File: config.mk
export PLATFORM = sky130hd
export DESIGN_NAME = mfvf_ctrl
export DESIGN_NICKNAME = d
export VERILOG_FILES = /design/src/design/mfvf_pkg.sv /design/src/design/mfvf_ctrl.sv
export VERILOG_INCLUDE_DIRS = /design/src /design/src/design
export SDC_FILE = /design/constraint.sdc
export NUM_CORES = 1
export LEC_CHECK = 0
export BUFFER_PORTS_ARGS = -buffer_cell sky130_fd_sc_hd__buf_2
export CAP_MARGIN = 20
export CORE_AREA = 2 2 39 41
export DETAILED_ROUTE_END_ITERATION = 16
export DIE_AREA = 0 0 41 43
export GPL_TIMING_DRIVEN = 0
export PLACE_DENSITY = 0.59
export SYNTH_ARGS = -nofsm -noshare
export SYNTH_HDL_FRONTEND = slang
export SYNTH_SLANG_ARGS = --single-unit
File: constraint.sdc
create_clock -name clk -period 1.4 [get_ports clk]
set_input_delay 0.28 -clock clk [delete_from_list [all_inputs] [get_ports clk]]
set_output_delay 0.28 -clock clk [all_outputs]
set_load 0.02 [all_outputs]
File: src/design/mesh_face_valence_filter_macros.svh
// ----------------------------------------------------------------------------
// Assertion macros for the mesh face valence filter
// Concurrent checks on clk, held off while rst_n is low; empty for synthesis.
// ----------------------------------------------------------------------------
`ifndef MESH_FACE_VALENCE_FILTER_MACROS_SVH
`define MESH_FACE_VALENCE_FILTER_MACROS_SVH

`ifndef SYNTHESIS

// same-cycle implication
`define MFVF_ASSERT_IMP(label, ante, cons) \
  label: assert property (@(posedge clk) disable iff (!rst_n) (ante) |-> (cons)) \
    else $error("mfvf assertion failed");

// next-cycle implication
`define MFVF_ASSERT_NXT(label, ante, cons) \
  label: assert property (@(posedge clk) disable iff (!rst_n) (ante) |=> (cons)) \
    else $error("mfvf assertion failed");

`else

`define MFVF_ASSERT_IMP(label, ante, cons)
`define MFVF_ASSERT_NXT(label, ante, cons)

`endif

`endif

File: src/design/mfvf_pkg.sv
// ----------------------------------------------------------------------------
// mfvf_pkg
// Shared constants, control/status structs and helpers of the valence filter.
// ----------------------------------------------------------------------------
package mfvf_pkg;

  localparam int VERTEX_CAPACITY = 65536;
  localparam int VERTEX_SLOTS    = 4;
  localparam int COUNT_BITS      = 8;
  localparam int FIELD_SLOTS     = 4;

  localparam int VTX_W  = 16;
  localparam int VCNT_W = 3;
  localparam int THR_W  = 10;
  localparam int SUM_W  = 10;

  localparam int SLOT_LIM   = (VERTEX_SLOTS < FIELD_SLOTS) ? VERTEX_SLOTS : FIELD_SLOTS;
  localparam int STEP_W     = $clog2(SLOT_LIM + 1);
  localparam int SLOT_IDX_W = $clog2(SLOT_LIM);
  localparam int ADDR_W     = $clog2(VERTEX_CAPACITY);
  localparam int ACC_W      = COUNT_BITS + $clog2(SLOT_LIM);

  localparam int COUNT_MAX = (1 << COUNT_BITS) - 1;
  localparam int SUM_MAX   = (1 << SUM_W) - 1;

  localparam logic [THR_W-1:0] THR_RESET = THR_W'(14);

  localparam logic ACT_COUNT  = 1'b0;
  localparam logic ACT_FILTER = 1'b1;

  typedef logic [COUNT_BITS-1:0] count_t;

  typedef struct packed {
    logic              clear;
    logic              load;
    logic              issue;
    logic              proc;
    logic              emit;
    logic [STEP_W-1:0] step;
  } mfvf_cmd_t;

  typedef struct packed {
    logic              clear_last;
    logic              action;
    logic [STEP_W-1:0] nslot;
  } mfvf_stat_t;

  function automatic count_t sat_inc(input count_t c);
    return (32'(c) == COUNT_MAX) ? c : count_t'(32'(c) + 1);
  endfunction

  function automatic logic idx_in_range(input logic [VTX_W-1:0] idx);
    return (32'(idx) < 32'(VERTEX_CAPACITY));
  endfunction

  function automatic logic [SUM_W-1:0] sum_sat(input logic [ACC_W-1:0] acc);
    return (32'(acc) > 32'(SUM_MAX)) ? {SUM_W{1'b1}} : SUM_W'(acc);
  endfunction

endpackage

File: src/design/mfvf_ctrl.sv
// ----------------------------------------------------------------------------
// mfvf_ctrl
// Sequencer: counter clearing sweep, then one polygon at a time, slot by slot.
// ----------------------------------------------------------------------------
`include "mesh_face_valence_filter_macros.svh"

module mfvf_ctrl
  import mfvf_pkg::*;
(
  input  logic       clk,
  input  logic       rst_n,
  input  logic       start,
  output logic       busy,
  input  mfvf_stat_t stat,
  output mfvf_cmd_t  cmd
);

  typedef enum logic [1:0] {
    ST_CLEAR,
    ST_IDLE,
    ST_RUN
  } state_t;

  state_t            state_r;
  logic [STEP_W-1:0] step_r;

  always_ff @(posedge clk) begin
    if (!rst_n) begin
      state_r <= ST_CLEAR;
      step_r  <= '0;
    end else begin
      case (state_r)
        ST_CLEAR: begin
          if (stat.clear_last) begin
            state_r <= ST_IDLE;
          end
        end
        ST_IDLE: begin
          step_r <= '0;
          if (start) begin
            state_r <= ST_RUN;
          end
        end
        ST_RUN: begin
          if (step_r == stat.nslot) begin
            state_r <= ST_IDLE;
          end else begin
            step_r <= step_r + STEP_W'(1);
          end
        end
        default: begin
          state_r <= ST_CLEAR;
        end
      endcase
    end
  end

  assign busy = (state_r != ST_IDLE);

  // step k issues the read of slot k and handles the word of slot k-1
  always_comb begin
    cmd.clear = (state_r == ST_CLEAR);
    cmd.load  = (state_r == ST_IDLE) && start;
    cmd.issue = (state_r == ST_RUN) && (step_r < stat.nslot);
    cmd.proc  = (state_r == ST_RUN) && (step_r != '0);
    cmd.emit  = (state_r == ST_RUN) && (step_r == stat.nslot) && (stat.action == ACT_FILTER);
    cmd.step  = step_r;
  end

  `MFVF_ASSERT_IMP(a_step_range, state_r == ST_RUN, step_r <= stat.nslot)
  `MFVF_ASSERT_IMP(a_emit_filter, cmd.emit, stat.action == ACT_FILTER)
  `MFVF_ASSERT_NXT(a_start_run, state_r == ST_IDLE && start, state_r == ST_RUN && step_r == '0)
  `MFVF_ASSERT_NXT(a_clear_hold, state_r == ST_CLEAR && !stat.clear_last, state_r == ST_CLEAR)

endmodule

## Word level (Yosys, flattened, before mapping)

Cells that the tools add are included.

- Register bits after elaboration: 5
- Bits of input ports: 8

- Add/subtract/negate cells: 1
- Equal/unequal tests: 8
- Reduce and logical (&&, ||, !) cells: 10
- Mux-type cells: 6
- Magnitude comparators: 1

Operators with widths:

| operator | number |
|---|---|
| 2-bit two-way mux | 3 |
| 2-bit != test (second input constant) | 3 |
| 2-bit one-hot mux with 3 select lines | 1 |
| 3-bit one-hot mux with 2 select lines | 1 |
| 1-bit logical AND | 5 |
| 2-bit by 1-bit != test with 1-bit output (second input constant) | 2 |
| 3-bit by 1-bit adder with 3-bit output (second input constant) | 1 |
| 3-bit equality test | 1 |
| 3-bit less-than comparator | 1 |
| 3-bit two-way mux | 1 |
| 3-bit AND reduction | 1 |
| 3-bit nonzero test | 1 |
| 2-bit by 1-bit equality test with 1-bit output (second input constant) | 1 |
| 2-bit equality test (second input constant) | 1 |
| 2-bit zero test | 1 |
| 2-bit AND reduction | 1 |
| 2-bit nonzero test | 1 |

## Logic depth before layout (Yosys ltp)

Gate-level depths: netlist of the first run.

- Depth in word-level cells: 3
- Gate-level depth with buffers: 5

## Least setup slack after synthesis of the first run

OpenSTA, ideal clock, no wires.

- Kind: register to output
- Start point: reg step_r[0]
- End point: out cmd[3] (netlist bit)
- Stages on the path, launching flop included: 5
- Arrival time: 1,289 ps
- Buffers on the path: 0
- Setup slack: -169 ps
- Cells stage by stage: dfxtp_1 > inv_1 > ha_1 > and3_2 > and3_1

RTL lines:

| what | RTL line | source |
|---|---|---|
| from (decl) | mfvf_ctrl.sv:25 | `logic [STEP_W-1:0] step_r;` |
| from (signal assigned) | mfvf_ctrl.sv:48 | `step_r <= step_r + STEP_W'(1);` |
| to (decl) | mfvf_ctrl.sv:15 | `output mfvf_cmd_t cmd` |

==> impl_summary.md, run 1 <==
Critical path
The worst endpoint data arrival time is ~1300 ps. The cell class contributing the biggest share of worst-path delay is flip-flops. Among all stages on the critical path, the largest delay is contributed by sky130_fd_sc_hd__dfxtp_2. The critical path buffer and inverter count is 1. The startpoint class of the critical path is a flop.

The signal on the critical path passes through ha_4 > nor2b_4 > o21ai_1 > and3b_2 > buf_6. The critical path class is flop to output pin. Along the worst path, the maximum fanout reaches 2. The most critical setup path has its startpoint at step_r[1]. At the worst endpoint, the required time is between 1000 and 1500 ps.

The largest single stage delay on the critical path is approximately 330 ps. The type of element capturing the critical path is an output pin. In this run the critical register-to-register path is launched from step_r[2].

Cells and area
The number of nets in the finished design is 83. The ratio of cells with drive above 1 in the final layout is 65.2%. 0 antenna diodes ended up in the layout.

Fill cells in the final layout number between 100 and 150. After routing the design area is roughly 660 µm². The growth of design area from synthesis to finish is 70.5%.

Clocking
In this run the clock root is driven by a sky130_fd_sc_hd__clkbuf_4. TritonCTS built the clock tree. In this run, post-CTS hold repair placed 0 buffers. Clock-pin slew was measured on the worst setup and hold paths at approximately 50 ps. The maximum clock path buffer count is 2. The number of CTS-inserted buffers is 3. The depth of the CTS H-tree is 1. For this design, the sink count on the clock tree is 5. The worst-skew pair later-pin latency is 240 ps.

Hold path
The class of the tightest hold or removal check is input port to flop. The hold path startpoint is start.

Synthesis
Synthesis produced a netlist whose cell count is 44. The count of yosys warnings during synthesis is 0. Sorting the synthesized cells by how often they occur yields 7 x sky130_fd_sc_hd__inv_1, 5 x sky130_fd_sc_hd__dfxtp_1, 5 x sky130_fd_sc_hd__ha_1, 3 x sky130_fd_sc_hd__nand2_1, 3 x sky130_fd_sc_hd__nand3_1.

The most instantiated flip-flop cell in the synthesis netlist is sky130_fd_sc_hd__dfxtp_1. The area share of the largest cell type after synthesis is 26.0%. When the netlist entered floorplanning its net count stood at 57. The library cell occupying the most area in the post-synthesis netlist is sky130_fd_sc_hd__dfxtp_1. In the synthesized netlist the async set-or-reset flop fraction comes to 0%.

After synthesis the netlist holds a flip-flop and latch count of 5. The average size of a mapped cell is 8.76 µm². Summing every instance area after synthesis gives between 300 and 400 µm². The most common cell in the synthesized netlist is sky130_fd_sc_hd__inv_1.

In this run, synthesis inferred 0 flip-flops with an integrated enable. The sequential fraction of the synthesis area is between 20% and 30%. By area the synthesized netlist is led by sky130_fd_sc_hd__dfxtp_1 26%, sky130_fd_sc_hd__ha_1 16%, sky130_fd_sc_hd__inv_1 6.8%. The unique cell type count in the Yosys netlist is 24.

Drt
The routed design has about 860 µm of wire. The final route contains slightly below 400 vias. The average wire length per cell after detail routing is slightly above 10 µm. The count of antenna-violating nets left after detailed routing is 0. Dividing the detail-routed via count by the number of cells gives 4.60. The detailed router finished its first iteration with 3 violations.

The total iterations of the first detailed-routing run is 2. For this run, design rule violations remaining after detail routing come to 0.

Pwr
Power spread over the standard cell area amounts to 711 nW/µm². The worst-case IR drop observed on VDD is approximately 0.00035 V. The static leakage is about 0.32 nW. The total chip power is between 0.4 and 0.5 mW.

Floorplanning
The initial utilization of the core area, before any placement, comes to 27.8%. The die is between 40 and 50 µm tall. After floorplanning, the core was divided into 14 placement rows. The core area is approximately 1400 µm². The top-level port count is 17.

The die covers 1760 µm². The die width is 41 µm.

Outcome
The flow ran to the end, but the final reports show violations. The final reports fail on setup timing.

Global routing
After global routing the overflow that remains totals 0. The total global-route track usage is a little under an eighth. The initial antenna violation count is 0. The first global-routing pass estimated around 1.4 mm of wire. The via count of the first global-routing pass is 353. The pin count of the biggest net entering global routing is 10.

STA
For the final database, setup skew stands at 2.91 ps. The total negative slack is -506 ps. The total of endpoints with negative setup slack in the final report is 3. The worst hold-check slack is approximately 300 ps. The final clock period utilization by the worst path is 114%. The final-report hold violation count is 0. The count of final max-slew check failures is 0.

The worst path in the final design needs a cycle of 1590 ps, including I/O delays and setup. Derived from the worst setup path, the maximum achievable clock frequency is between 0.6 and 0.7 GHz. Once routing completed, OpenROAD measured the worst setup slack at -192 ps. Setup repair after global routing could not meet its margin everywhere. Measured against its own limit, the worst slew margin works out to 87.1%. At the pin with the least slew margin, the transition time is roughly 190 ps.

Placed design
Summing all placed instances gives a cell area of roughly 490 µm². Detailed placement finished with a half-perimeter wire length of about 630 µm. The weighted congestion at the end of routability-driven global placement is between 0.6 and 0.7. The count of buffers added on input and output ports is 15. The post-placement setup slack is -150 ps.

Flow run
Across the run, the number of max-cap violations was 0.
[worst reg2reg max path, cell delays in order, from the launching register on]
cell and delay, ps:
sky130_fd_sc_hd__dfxtp_2 370, sky130_fd_sc_hd__ha_4 210, sky130_fd_sc_hd__and3_4 170, sky130_fd_sc_hd__buf_4 130, sky130_fd_sc_hd__nand2b_4 160, sky130_fd_sc_hd__a32o_1 200
[placed cells by master, fill, tap and decap left out, drive strengths merged]
cell / instances
buf: 21
and3b: 1
nand2b: 1
clkbuf: 5
ha: 5
nor2: 2
a32o: 1
and2b: 1
nor2b: 2
nand3b: 1
dfxtp: 5
o2111ai: 1
nor3b: 1
mux2i: 2
and3: 2
o21ai: 1
nand3: 3
inv: 8
nand2: 3
o31ai: 1
a21boi: 2
[cells by family after synthesis]
kind of cell / after synthesis / share of synthesized area, %
AO/OA/AOI/OAI: 6 / 12.0
adder cells (fa/ha/maj): 5 / 16.2
buffers and inverters: 9 / 12.0
flip-flops: 5 / 26.0
multiplexers: 2 / 5.20
AND/OR/NAND/NOR: 17 / 28.6
[worst paths after layout]
check	endpoint	slack, ps	depth (start not counted)
min reg2reg	step_r[2]	550	2
max reg2reg	state_r[0]	50	5
min	state_r[1]	300	3
max	cmd[5]	-190	5
[final cells by class]
class	count	area [µm²]	area share, %
Buffer	1	13.8	2.10
Clock buffer	4	26.3	4.00
Inverter	8	35.0	5.33
Multi-Input combinational cell	30	308	46.9
Sequential cell	5	109	16.6
Tap cell	16	20.0	3.05
Timing Repair Buffer	21	145	22.1
[metal layers]
layer  GRT usage (%)  vias to the layer above  part of all wire [%]
met5               0                        -                     0
met4            10.0                        0                   1.6
met3            3.14                        2                   4.5
met2            16.3                       13                    46
met1            13.5                      174                    47
li1                -                      202                     -
[what timing repair did]
item | 4_1_cts | 5_1_grt
pin swaps | 6 | 2
endpoints found under the setup margin | 4 | 4
resized for setup | 15 | 7
setup buffers | 3 | 3
[through the flow]
| step | util (%) | instances |
|---|---|---|
| 5_1_grt | 47.5 | 85 |
| 6_report | 47.5 | 85 |
| 3_3_place_gp | 35.6 | 75 |
| 4_1_cts | 44.4 | 82 |
| 2_1_floorplan | - | 44 |
| 3_5_place_dp | 35.6 | 75 |
[report_power, final]
| part | internal (mW) | switching (mW) | total (mW) |
|---|---|---|---|
| clock network | 0.108 | 0.0615 | 0.169 |
| registers | 0.151 | 0.00860 | 0.160 |
| logic | 0.0702 | 0.0680 | 0.138 |
| total | 0.329 | 0.138 | 0.467 |
[state kept, by name (all words and copies together), names as in the netlist]
register,flops
state_r,2
step_r,3
Note: power is estimated with default switching activity, not from simulation.
==> run 2: changes to the inputs <==
- ABC_AREA: default -> 1
- CORE_AREA: 2 2 39 41 -> 3 3 40 42
- DIE_AREA: 0 0 41 43 -> 0 0 43 45
- PLACE_DENSITY: 0.59 -> 0.57
==> impl_summary.md, run 2 <==
Synthesis
Sorting the synthesized cells by area gives the leading types as sky130_fd_sc_hd__dfxtp_1 28%, sky130_fd_sc_hd__ha_1 17%, sky130_fd_sc_hd__inv_1 10%. The post-synthesis instance area is 359 µm² (-6.8%). The count of yosys warnings during synthesis is 0 (unchanged). The commonest cells after synthesis are 10 x sky130_fd_sc_hd__inv_1, 10 x sky130_fd_sc_hd__nand2_1, 7 x sky130_fd_sc_hd__nor2_1.

The number of enable flip-flop cells after synthesis is 0 (unchanged). The share of synthesized registers carrying an async set or reset is 0% (unchanged). The average size of a mapped cell is 6.53 µm² (-25%).

The number of nets in the synthesized netlist was 68 (+19%). The most instantiated flip-flop cell in the synthesis netlist is sky130_fd_sc_hd__dfxtp_1. The area share of the largest cell type after synthesis was 27.9% (+1.9 points). The unique cell type count in the Yosys netlist came to 13 (-46%). The sequential fraction of the synthesis area is 27.9% (+1.9 points). The flip-flop and latch count after synthesis is 5 (unchanged). The number of cells produced by synthesis is 55 (+25%). The library cell occupying the most area in the post-synthesis netlist is sky130_fd_sc_hd__dfxtp_1.

STA
The final-report hold violation count came to 0 (unchanged). The post-route worst setup slack is -139 ps (+52.7 ps). The top achievable clock speed is 0.650 GHz (+3.4%). The total of endpoints with negative setup slack in the final report is 2 (-1). The slew of the pin with the lowest slew margin is 130 ps (-61.3 ps). The worst slew slack as a fraction of its limit is 91.3% (+4.2 points). The final clock period utilization by the worst path is 110% (-3.8 points). The count of final max-slew check failures is 0 (unchanged). The minimum clock period was 1540 ps (-52.7 ps). Setup repair after global routing could not meet its margin everywhere.

The worst setup skew after layout is 1.96 ps (-0.946 ps).

Clocking
The maximum clock path buffer count is 2 (unchanged). The depth of the CTS H-tree is 1 (unchanged). TritonCTS built the clock tree.

The number of CTS-inserted buffers is 3 (unchanged). The worst-skew pair later-pin latency is 240 ps (about the same). The clock-pin slew on the worst setup and hold paths is 40 ps (about the same).

The tree is rooted in a sky130_fd_sc_hd__clkbuf_4. The clock sink count was 5 (unchanged). The number of buffers inserted by hold repair at cts was 0 (unchanged).

Critical path
The peak fanout along the critical path came to 3 (+1). The critical path buffer and inverter count came to 1 (unchanged). The required arrival time at the worst endpoint is 1120 ps (about the same). In this run the critical register-to-register path is captured at step_r[1]. The signal on the critical path passes through ha_4 > nand2_1 > o21ai_2 > nor3_2 > buf_4. The type of element capturing the critical path is an output pin.

The number of cells traversed by the worst register-to-register path came to 5 (unchanged). In this run the critical register-to-register path is launched from step_r[2]. The register-to-register setup slack is 270 ps (+220 ps). The critical path class is flop to output pin. The worst setup path is launched from a flop.

The largest stage delay on the critical path came to 340 ps (about the same). On the critical path, the stage with the largest delay is an instance of sky130_fd_sc_hd__dfxtp_4. The worst endpoint data arrival time was 1260 ps (-50 ps). The cell class contributing the biggest share of worst-path delay is flip-flops.

Cells and area
The library cell used most frequently in the layout, excluding fill and tap cells, is sky130_fd_sc_hd__buf_2. The ratio of cells with drive above 1 in the final layout is 60.5% (-4.7 points). The final cell count without fillers is 96 (+13%). The register name with the most flops is step_r. In the final layout, the registers with the most flip-flops are step_r (3), state_r (2).

The count of fill cells added during filler insertion is 133 (-7.6%). The total inserted antenna cells came to 0 (unchanged). The library cells used most frequently in the layout, excluding fill and tap cells, are 12 x sky130_fd_sc_hd__buf_2, 9 x sky130_fd_sc_hd__nand2_1, 8 x sky130_fd_sc_hd__inv_1, 8 x sky130_fd_sc_hd__buf_4, 6 x sky130_fd_sc_hd__nor2_1. The final core utilization is 51.5% (+4.0 points). The number of flip-flops in the largest register came to 3 (unchanged). The number of nets in the finished design was 95 (+14%). The area of all placed cells without fillers is 662 µm² (+0.76%). The growth of design area from synthesis to finish is 84.3%.

Floorplanning
The die width came to 43 µm (+4.9%). The starting utilization of the core area is 27.9% (+0.097 points). The die extent in y is 45 µm (+4.7%). The top-level port count was 17 (unchanged).

The area of the die was 1940 µm² (+9.8%). The placement row count is 13 (-1). The core area came to 1280 µm² (-7.1%).

Drt
The count of antenna-violating nets left after detailed routing is 0 (unchanged). The final wirelength came to 922 µm (+7.2%). The count of vias placed by the detailed router is 434 (+11%). The total iterations of the first detailed-routing run is 4 (+2). The number of DRC markers in iteration 0 is 2 (-1). The number of vias per cell after detailed routing is 4.52 (-1.7%). The detailed-route DRC error count is 0 (unchanged). The average wire length per cell after detail routing is 9.60 µm (-5.1%).

Placed design
The number of I/O port buffers was 16 (+1). The weighted congestion at the end of routability-driven global placement is 0.688 (+2.4%). The post-placement setup slack is -110 ps (+40.7 ps). The half-perimeter wire length after placement was 652 µm (+3.2%). The total placed instance area is 489 µm² (-0.76%). The cell count after placement is 86 (+15%).

Outcome
The run finished, with violations left. The checks that failed: setup timing.

Global routing
The wire length of the first global-routing pass is 1.53 mm (+13%). The via count of the first global-routing pass came to 372 (+5.4%). The sum of overflow across all layers after global routing is 0 (unchanged). The initial antenna violation count is 0 (unchanged). The pin count of the biggest net entering global routing is 6 (-4). The total global-route track usage came to 10.9% (-0.63 points).

Hold path
The terminating pin of the worst hold path is state_r[0]. The worst hold path belongs to the class input port to flop. The worst hold path begins at rst_n.

The count of cells along the worst hold path came to 3 (unchanged).

Flow run
The total of max-cap violations is 0 (unchanged).

Pwr
The worst supply voltage drop on vdd came to 0.000426 V (+22%). The ratio of total power to cell area is 733 nW/µm² (+3.1%). The static leakage is 0.319 nW (+0.29%).
run 2: metrics by stage:
| stage | setup TNS, ps | hold WS, ps | power, mW |
|---|---|---|---|
| after global routing | -358 | 289 | 0.523 |
| after CTS | -278 | 273 | 0.471 |
| after global placement | -144 | 508 | 0.273 |
| final | -211 | 279 | 0.485 |
| after floorplan | -3.42 | 398 | 0.238 |
| after detailed placement | -170 | 512 | 0.274 |
run 2: cell type report:
cell class | count | area, µm² | share of cell area (%)
timing repair buffer | 22 | 143 | 21.6
sequential | 5 | 116 | 17.6
tap | 15 | 18.8 | 2.84
multi-input combinational | 38 | 310 | 46.9
clock buffer | 4 | 26.3 | 3.97
inverter | 12 | 47.5 | 7.18
run 2: repair_timing:
action                                  4_1_cts  5_1_grt
endpoints found under the setup margin        5        4
setup buffers                                 2        4
gates resized for setup                      18        8
pin swaps                                     2        3
run 2: worst register-to-register path, stage by stage (launching register included):
cell and delay (ps):
sky130_fd_sc_hd__dfxtp_4 340, sky130_fd_sc_hd__ha_4 300, sky130_fd_sc_hd__nand3_4 110, sky130_fd_sc_hd__nand2_2 120, sky130_fd_sc_hd__nand3_1 80, sky130_fd_sc_hd__a21oi_1 110
run 2: kinds of logic after synthesis:
| group | after synthesis | synth area share, % |
|---|---|---|
| flops | 5 | 27.9 |
| buf+inv | 12 | 12.5 |
| simple gates | 27 | 33.1 |
| compound gates | 6 | 9.06 |
| fa+ha+maj | 5 | 17.4 |
run 2: report_power, final:
| group | switching (mW) | leakage [nW] | internal [mW] |
|---|---|---|---|
| clock network | 0.0557 | 0.0150 | 0.108 |
| logic | 0.0874 | 0.259 | 0.0742 |
| registers | 0.0120 | 0.0441 | 0.148 |
run 2: routing by layer:
| layer | up-vias | track usage [%] | wire length (µm) |
|---|---|---|---|
| met5 | - | 0 | 0 |
| met4 | 0 | 7.23 | 9 |
| met3 | 2 | 3.59 | 51 |
| met2 | 12 | 15.3 | 455 |
| met1 | 196 | 14.3 | 405 |
| li1 | 224 | - | - |
run 2: how the worst max path moves through the flow:
stage	startpoint	endpoint	slack, ps	cells past startpoint
after detailed placement	stat[2]	cmd[5]	-110	7
after global placement	stat[2]	cmd[5]	-90	7
final	step_r[2]	cmd[5]	-140	5
after CTS	step_r[2]	cmd[5]	-160	5
after floorplan	step_r[1]	cmd[5]	-3	4
after global routing	step_r[2]	cmd[5]	-200	5
